**src/rtl/sliding_window_rms_assert.svh**
```systemverilog
// assertion macros for the sliding window rms block
// expects clk and rst_n in the scope of each use
`ifndef SLIDING_WINDOW_RMS_ASSERT_SVH
`define SLIDING_WINDOW_RMS_ASSERT_SVH
`ifndef SYNTHESIS
`define SWR_ASSERT(lbl, prop, msg) \
  lbl: assert property (@(posedge clk) disable iff (!rst_n) (prop)) else $error(msg);
`define SWR_ASSERT_IMPLIES(lbl, pre, post, msg) \
  lbl: assert property (@(posedge clk) disable iff (!rst_n) (pre) |-> (post)) else $error(msg);
`else
`define SWR_ASSERT(lbl, prop, msg)
`define SWR_ASSERT_IMPLIES(lbl, pre, post, msg)
`endif
`endif

```
**src/rtl/swr_pkg.sv**
```systemverilog
// shared types and constants for the sliding window rms block
// no dependencies
package swr_pkg;

  localparam int SAMPLE_W   = 8;
  localparam int RMS_W      = 12;
  localparam int LEN_W      = 11;
  localparam int PERIOD_W   = 16;
  localparam int CFG_IDX_W  = 1;
  localparam int CFG_DATA_W = 16;
  localparam int SQ_W       = 16;
  localparam int K_W        = 26;
  localparam int SUM_SPLIT  = 16;
  localparam int A_W        = 27;
  localparam int A_SPLIT    = 14;
  localparam int ODD_W      = 13;
  localparam int ODD2_W     = 26;

  localparam logic [LEN_W-1:0]    LEN_RESET     = 11'd1000;
  localparam logic [PERIOD_W-1:0] PERIOD_RESET  = 16'd1001;
  localparam logic [RMS_W-1:0]    FULL_SCALE_MV = 12'd3300;
  localparam logic [SQ_W-1:0]     CODE_SQ       = 16'd65025;
  // 4 * 3300^2
  localparam logic [K_W-1:0]      RHS_K         = 26'd43560000;

  typedef enum logic [CFG_IDX_W-1:0] {
    CFG_WINDOW_LEN    = 1'b0,
    CFG_REPORT_PERIOD = 1'b1
  } cfg_idx_t;

  typedef enum logic [7:0] {
    ST_IDLE   = 8'b0000_0001,
    ST_SQUARE = 8'b0000_0010,
    ST_UPDATE = 8'b0000_0100,
    ST_BPROD  = 8'b0000_1000,
    ST_BSUM   = 8'b0001_0000,
    ST_ODD    = 8'b0010_0000,
    ST_MUL    = 8'b0100_0000,
    ST_CMP    = 8'b1000_0000
  } state_t;

  typedef struct packed {
    logic load;
    logic square;
    logic update;
    logic bprod;
    logic bsum;
    logic odd;
    logic mul;
    logic cmp;
    logic emit;
  } cmd_t;

  typedef struct packed {
    logic report;
    logic done;
    logic out_busy;
  } status_t;

endpackage

```
**src/rtl/swr_ctrl.sv**
```systemverilog
// sequencing state machine: sample update and square root search
// depends on swr_pkg
module swr_ctrl (
  input  logic              clk,
  input  logic              rst_n,
  input  logic              in_valid,
  output logic              in_ready,
  input  swr_pkg::status_t  status,
  output swr_pkg::cmd_t     cmd
);

  swr_pkg::state_t state_r, state_nxt;

  always_ff @(posedge clk) begin
    if (!rst_n) begin
      state_r <= swr_pkg::ST_IDLE;
    end else begin
      state_r <= state_nxt;
    end
  end

  always_comb begin
    state_nxt = state_r;
    cmd       = '0;
    in_ready  = 1'b0;
    unique case (state_r)
      swr_pkg::ST_IDLE: begin
        in_ready = 1'b1;
        if (in_valid) begin
          cmd.load  = 1'b1;
          state_nxt = swr_pkg::ST_SQUARE;
        end
      end
      swr_pkg::ST_SQUARE: begin
        cmd.square = 1'b1;
        state_nxt  = swr_pkg::ST_UPDATE;
      end
      swr_pkg::ST_UPDATE: begin
        cmd.update = 1'b1;
        state_nxt  = status.report ? swr_pkg::ST_BPROD : swr_pkg::ST_IDLE;
      end
      swr_pkg::ST_BPROD: begin
        cmd.bprod = 1'b1;
        state_nxt = swr_pkg::ST_BSUM;
      end
      swr_pkg::ST_BSUM: begin
        cmd.bsum  = 1'b1;
        state_nxt = swr_pkg::ST_ODD;
      end
      swr_pkg::ST_ODD: begin
        if (status.done) begin
          if (!status.out_busy) begin
            cmd.emit  = 1'b1;
            state_nxt = swr_pkg::ST_IDLE;
          end
        end else begin
          cmd.odd   = 1'b1;
          state_nxt = swr_pkg::ST_MUL;
        end
      end
      swr_pkg::ST_MUL: begin
        cmd.mul   = 1'b1;
        state_nxt = swr_pkg::ST_CMP;
      end
      swr_pkg::ST_CMP: begin
        cmd.cmp   = 1'b1;
        state_nxt = swr_pkg::ST_ODD;
      end
      default: begin
        state_nxt = swr_pkg::ST_IDLE;
      end
    endcase
  end

endmodule

```
**config.mk**
```make
export PLATFORM = sky130hd
export DESIGN_NAME = swr_ctrl
export DESIGN_NICKNAME = d
export VERILOG_FILES = /design/src/rtl/sliding_window_rms_assert.svh /design/src/rtl/swr_pkg.sv /design/src/rtl/swr_ctrl.sv
export SDC_FILE = /design/constraint.sdc
export NUM_CORES = 1
export LEC_CHECK = 0
export BUFFER_PORTS_ARGS = -buffer_cell sky130_fd_sc_hd__buf_4
export CORE_AREA = 2 2 39 41
export CTS_BUF_LIST = sky130_fd_sc_hd__clkbuf_16
export DETAILED_ROUTE_END_ITERATION = 8
export DIE_AREA = 0 0 41 43
export REMOVE_ABC_BUFFERS = 1
export SLEW_MARGIN = 20
export SYNTH_ARGS = -nofsm -noshare
export SYNTH_HDL_FRONTEND = slang
export SYNTH_SLANG_ARGS = --single-unit
```
**constraint.sdc**
```tcl
create_clock -name clk -period 4.6 [get_ports clk]
set_input_delay 1.15 -clock clk [delete_from_list [all_inputs] [get_ports clk]]
set_output_delay 1.15 -clock clk [all_outputs]
set_load 0.005 [all_outputs]
```
==> reports/metrics.csv, run 1 <==
stage;metric;value;unit
pwr;pwr-share-seq;30.5;%
layout;top_register;state_r;
timing;hold_violations;0;
logic_synthesis;yosysMostFrequentCell;dfxtp_1;
timing;setup_viol;0;
timing;worstMarginPinSlew;0.684;ns
timing;max_freq;314;MHz
hold_path;holdPathEnd;state_r[2];
logic_synthesis;synth_top_family_by_area;simple AND/OR/NAND/NOR gates;
worst_setup_path;cp-end-kind;output port;
worst_setup_path;crit_required;3.45;ns
route;routedWlPerCell;12.4;um
logic_synthesis;yosysWarnings;0;
logic_synthesis;synthTopCellsByArea;dfxtp_1, nor4_1, o41ai_4, nor2_1, and4bb_2;
logic_synthesis;synth-xor-area-share;1.92;%
worst_setup_path;cp_max_fo;7;
clock_network;post_cts_resized;0;
worst_setup_path;worst_ep_arrival_time;2.03;ns
layout;ff_latch_area;160;um2
floorplan;rows;14;
timing;fin_hold_ws;0.602;ns
route;drcViolationCount;0;
clock_network;cts_buffers;3;
logic_synthesis;synth_edf_count;0;
clock_network;clkTransAtPathRegs;0.04;ns
layout;nNetsFinal;77;
route;wl_met2;513;um
route;met3WireLength;68;um
clock_network;cts_sinks;8;
timing;clock-skew-final;0.000868;ns
logic_synthesis;synthSimpleGateAreaFrac;45.9;%
pwr;p_sw_share;20.4;%
outcome;status;finished, final reports clean;
clock_network;htreeDepth;1;
flow_run;timing.max_cap.violations;0;
logic_synthesis;synth_mux_area_share;0;%
timing;fin_crit;3.18;ns
logic_synthesis;dominantRegCellSynth;dfxtp_1;
logic_synthesis;netlist_instances;52;
floorplan;ios;16;
worst_setup_path;timing.rr.end;state_r[2];
global_routing;grt_max_degree;8;
layout;top_regs;state_r x8;
route;wl;1060;um
layout;diodes;0;
pwr;total_power;253;uW
worst_setup_path;crit_type;reg2out;
logic_synthesis;synth_commonest_cells;dfxtp_1, nor2_1, nor4_1, inv_1, nand2b_1;
route;vias_per_cell;5.27;
timing;slew_viol_final;0;
global_routing;grt_pass1_vias;386;
place;io_buffers;15;
logic_synthesis;synth_fa_ha_area_share;0;%
pwr;p_leak;0.266;nW
worst_setup_path;r2r_slack;2.59;ns
floorplan;die_h;43;um
timing;slew_headroom;54.0;%
logic_synthesis;netlist.area_leader.share;35.2;%
pwr;pwr-share-comb;11.7;%
worst_setup_path;cp-start-kind;register;
pwr;vdd_drop_max;199;uV
floorplan;initial_utilization;32.9;%
pwr;clockPowerShare;57.8;%
hold_path;min_path_type;reg2reg;
global_routing;grt_pass1_wl;1570;um
logic_synthesis;postSynthAreaPerCell;8.76;um2
pwr;p_int;201;uW
global_routing;grt.total_usage;13.6;%
hold_path;hp-start;state_r[1];
logic_synthesis;ys_ff_latch;8;
logic_synthesis;synth_area;455;um2
clock_network;cts_hold_buf;0;
timing;rsz0062_at_grt;no;
logic_synthesis;synth_compound_area_share;11.8;%
route;antenna_left;0;
logic_synthesis;yosysUniqueCellTypes;22;
clock_network;cts_root_buf;clkbuf_16;
global_routing;grt_overflow_total;0;
route;vias;448;
layout;largest_reg_flops;8;
clock_network;clock_latency;0.23;ns
timing;final.period_utilization;69.2;%
route;firstDrtPassIters;4;
floorplan;die_x;41;um
clock_network;clk_path_buf_depth;2;
worst_setup_path;r2r_start;state_r[0];
place;dp_hpwl;756;um
floorplan;design.core.area;1380;um2
layout;area.growth.synth_to_final;44.5;%
clock_network;cts_setup_buffers;0;
logic_synthesis;async_flop_share;0;%
clock_network;cts_tree;yes;
worst_setup_path;r2r_cells;5;
logic_synthesis;yosys.area.top_type;dfxtp_1;
logic_synthesis;ys_seq_area_share;35.2;%
place;gp_congestion;0.718;
route;met1_length;452;um
hold_path;whs_path_depth;2;
route;highest_layer;met4;
timing;tns;0;ns
pwr;p_sw;51.4;uW
global_routing;antenna_found_initial;0;
route;drtIter0Drc;16;
layout;nFillCells;130;
floorplan;dieArea;1760;um2
pwr;p_per_area;384;nW/um2
layout;multi_input_area;272;um2
layout;drive_above_1_share;36.2;%
[layer usage]
metal / track usage [%] / vias to the layer above
met5: 0 / -
met4: 12.0 / 0
met3: 1.57 / 3
met2: 19.4 / 18
met1: 16.9 / 202
li1: - / 225
[power groups by stage]
stage          combinational, mW  clock [mW]  sequential [mW]
2_1_floorplan             0.0178           0           0.0768
3_3_place_gp              0.0293           0           0.0774
3_5_place_dp              0.0291           0           0.0778
4_1_cts                   0.0299       0.146           0.0768
5_1_grt                   0.0327       0.149           0.0771
6_report                  0.0296       0.146           0.0769
[area by class of cell]
type	instances	area share, %
Timing Repair Buffer	15	17.1
Inverter	5	2.85
Tap cell	16	3.04
Sequential cell	8	24.3
Clock buffer	3	11.4
Multi-Input combinational cell	38	41.3
[worst max path at each step]
| stage | startpoint | end | slack [ns] | depth (start not counted) |
|---|---|---|---|---|
| final | state_r[0] | cmd[0] | 1.42 | 4 |
| after floorplan | state_r[2] | cmd[8] | 1.79 | 4 |
| after global placement | state_r[2] | cmd[8] | 1.66 | 5 |
| after detailed placement | state_r[2] | cmd[8] | 1.67 | 5 |
| after CTS | state_r[0] | cmd[0] | 1.43 | 4 |
| after global routing | state_r[2] | cmd[8] | 1.32 | 5 |
[critical path, cell delays in order (launching register included)]
cell and delay (ns):
dfxtp_1 0.37, or4_4 0.56, or4_1 0.53, nor3b_1 0.21
buf_4 0.14
[cell usage in the layout (no fill, tap or decap), types with 2 or more instances in the layout]
cell type,instances
nand2b_1,4
clkbuf_16,3
inv_1,5
a21oi_1,2
nor3_1,2
buf_4,15
dfxtp_1,8
and4bb_2,2
or4_4,2
nor4_1,6
and2_1,2
nor2_1,7
[cells by family after synthesis]
family,after synthesis
simple gates,32
flops,8
buf+inv,6
compound gates,5
xor+xnor,1
[metrics by stage]
step,instances,utilization [%],area [um2],setup slack (ns)
floorplan,51,-,450,1.79
global placement,82,42.1,583,1.66
detailed placement,82,42.1,583,1.67
CTS,85,47.6,658,1.43
global route,85,47.6,658,1.32
finish,85,47.6,658,1.42
(Power assumes the default switching activity.)
==> inputs of run 2 (changes only) <==
- ABC_AREA: unset -> 1
- CORE_AREA: 2 2 39 41 -> unset
- CORE_UTILIZATION: unset -> 44
- DIE_AREA: 0 0 41 43 -> unset
- PLACE_DENSITY: unset -> 0.72
- clock period: 4.6 -> 2.65 ns (I/O delays scaled with it)
==> run 2 against run 1 <==
Against the previous run: global-route usage increased by 6.3 points; utilization up 20 points; synthesized cell count grew 67%; routed wire length increased by 14%; die area fell by 18%; sequential cell count unchanged; critical path depth grew 2; sequential share of layout area fell by 3.8 points; total power increased by 79%; worst setup slack lost 0.68 ns; largest cell class unchanged.
==> reports/metrics.csv, run 2 <==
stage;metric;value;unit
clock_network;cts_tree;yes;
pwr;vdd_drop_max;367;uV
floorplan;rows;12;
logic_synthesis;ys_seq_area_share;27.9;%
global_routing;grt.total_usage;19.9;%
timing;final.period_utilization;72.1;%
logic_synthesis;yosysMostFrequentCell;nand2_1;
logic_synthesis;synth_area;573;um2
flow_run;timing.max_cap.violations;0;
clock_network;clk_path_buf_depth;2;
route;antenna_left;0;
logic_synthesis;synthTopCellsByArea;dfxtp_1, nand2_1, nand2_4, inv_1, nor2_1;
worst_setup_path;cp-start-kind;register;
floorplan;dieArea;1450;um2
worst_setup_path;crit_type;reg2out;
global_routing;grt_overflow_total;0;
layout;mostFrequentLayoutCell;nand2_1;
clock_network;cts_root_buf;clkbuf_16;
clock_network;cts_sinks;8;
worst_setup_path;r2r_slack;1.50;ns
logic_synthesis;postSynthAreaPerCell;6.59;um2
pwr;p_int;349;uW
logic_synthesis;ys_ff_latch;8;
timing;hold_violations;0;
pwr;clockPowerShare;56.9;%
clock_network;htreeDepth;1;
layout;largest_reg_flops;8;
clock_network;post_cts_resized;0;
worst_setup_path;cp-end-kind;output port;
pwr;total_power;453;uW
worst_setup_path;worst_ep_arrival_time;1.25;ns
timing;fin_crit;1.91;ns
route;firstDrtPassIters;4;
logic_synthesis;synth_commonest_cells;nand2_1, inv_1, nor2_1, dfxtp_1, inv_2;
route;drtIter0Drc;8;
layout;area.growth.synth_to_final;35.8;%
logic_synthesis;yosys.area.top_type;dfxtp_1;
clock_network;cts_buffers;3;
floorplan;initial_utilization;49.6;%
pwr;pwr-share-seq;28.0;%
floorplan;die_h;38.1;um
route;vias_per_cell;4.57;
worst_setup_path;timing.rr.end;state_r[0];
clock_network;clock_latency;0.23;ns
route;wl;1200;um
timing;slew_headroom;87.2;%
timing;clock-skew-final;0.00222;ns
floorplan;ios;16;
layout;diodes;0;
logic_synthesis;yosysUniqueCellTypes;15;
layout;drive_above_1_share;41.9;%
layout;nNetsFinal;113;
hold_path;min_path_type;reg2reg;
global_routing;grt_pass1_vias;483;
timing;worstMarginPinSlew;0.192;ns
layout;mostFrequentLayoutCells;nand2_1, buf_4, inv_1, nor2_1;
timing;rsz0062_at_grt;no;
logic_synthesis;synth_edf_count;0;
logic_synthesis;async_flop_share;0;%
place;gp_congestion;0.802;
worst_setup_path;r2r_cells;8;
hold_path;whs_path_depth;4;
pwr;p_sw_share;22.9;%
pwr;p_sw;103;uW
layout;ff_latch_area;160;um2
global_routing;antenna_found_initial;0;
layout;top_register;state_r;
pwr;p_leak;0.451;nW
floorplan;design.core.area;1160;um2
worst_setup_path;cp_max_fo;3;
route;routedWlPerCell;10.1;um
worst_setup_path;r2r_start;state_r[7];
clock_network;cts_setup_buffers;0;
worst_setup_path;crit_required;1.99;ns
timing;max_freq;523;MHz
place;dp_hpwl;955;um
layout;multi_input_area;328;um2
global_routing;grt_max_degree;7;
hold_path;holdPathEnd;state_r[4];
pwr;pwr-share-comb;15.1;%
timing;slew_viol_final;0;
logic_synthesis;netlist.area_leader.share;27.9;%
logic_synthesis;dominantRegCellSynth;dfxtp_1;
layout;nFillCells;103;
clock_network;cts_hold_buf;0;
place;io_buffers;15;
timing;tns;0;ns
logic_synthesis;netlist_instances;87;
worst_setup_path;startpoint;state_r[7];
pwr;p_per_area;582;nW/um2
global_routing;grt_pass1_wl;1900;um
logic_synthesis;yosysWarnings;0;
route;vias;544;
timing;setup_viol;0;
floorplan;die_x;38.1;um
clock_network;clkTransAtPathRegs;0.04;ns
route;drcViolationCount;0;
outcome;status;finished, final reports clean;
hold_path;hp-start;state_r[3];
layout;top_regs;state_r x8;
[run 2: cell types whose count changed after synthesis, moves of 6 or more]
cell,before,now
inv_2,0,8
inv_1,5,13
nor4_1,6,0
nand2_2,0,6
nand2_1,1,20
nand2_4,0,6
nor2_1,7,13
[run 2: worst max-delay path by stage]
| stage | endpoint | slack [ns] | cells past startpoint |
|---|---|---|---|
| after floorplan | cmd[0] | 1.12 | 2 |
| after global placement | cmd[0] | 0.92 | 4 |
| after detailed placement | cmd[0] | 0.88 | 4 |
| after CTS | cmd[0] | 0.74 | 6 |
| after global routing | cmd[0] | 0.65 | 6 |
| final | cmd[0] | 0.74 | 6 |
[run 2: metal layers]
layer	up-vias	global-route usage (%)	wire length [um]	part of all wire, %
met5	-	0	0	0
met4	0	8.04	14	1.2
met3	3	6.98	54	4.5
met2	13	33.5	595	49
met1	239	22.7	539	45
li1	289	-	-	-
[run 2: final cells by class]
| cell class | instances | area share [%] |
|---|---|---|
| Timing Repair Buffer | 15 | 14.5 |
| Inverter | 22 | 10.9 |
| Multi-Input combinational cell | 57 | 42.1 |
| Tap cell | 14 | 2.25 |
| Sequential cell | 8 | 20.6 |
| Clock buffer | 3 | 9.65 |
[run 2: logic make-up after synthesis]
family | Yosys count | share of synthesized area [%]
AND/OR/NAND/NOR | 55 | 54.6
AO/OA/AOI/OAI | 2 | 2.62
buffers and inverters | 22 | 14.8
flip-flops | 8 | 27.9
[run 2: critical path, cell delays in order, from the launching register on]
cell,delay [ns]
dfxtp_1,0.32
inv_2,0.08
nand2_4,0.08
nor2_2,0.15
nand3_1,0.14
nor2_1,0.12
buf_4,0.12
[run 2: through the flow]
step	hold WS [ns]	instances	instance area, um2	setup slack, ns	utilization [%]
2_1_floorplan	0.542	87	573	1.12	-
3_3_place_gp	0.580	116	703	0.917	60.8
3_5_place_dp	0.582	116	703	0.883	60.8
4_1_cts	0.593	119	778	0.742	67.3
5_1_grt	0.606	119	778	0.654	67.3
6_report	0.595	119	778	0.738	67.3
[run 2: power groups by stage]
stage | Combinational, mW | Clock [mW] | Sequential (mW)
5_1_grt | 0.0758 | 0.264 | 0.127
6_report | 0.0684 | 0.258 | 0.127
3_3_place_gp | 0.0683 | 0 | 0.129
2_1_floorplan | 0.0481 | 0 | 0.128
3_5_place_dp | 0.0687 | 0 | 0.129
4_1_cts | 0.0693 | 0.256 | 0.127
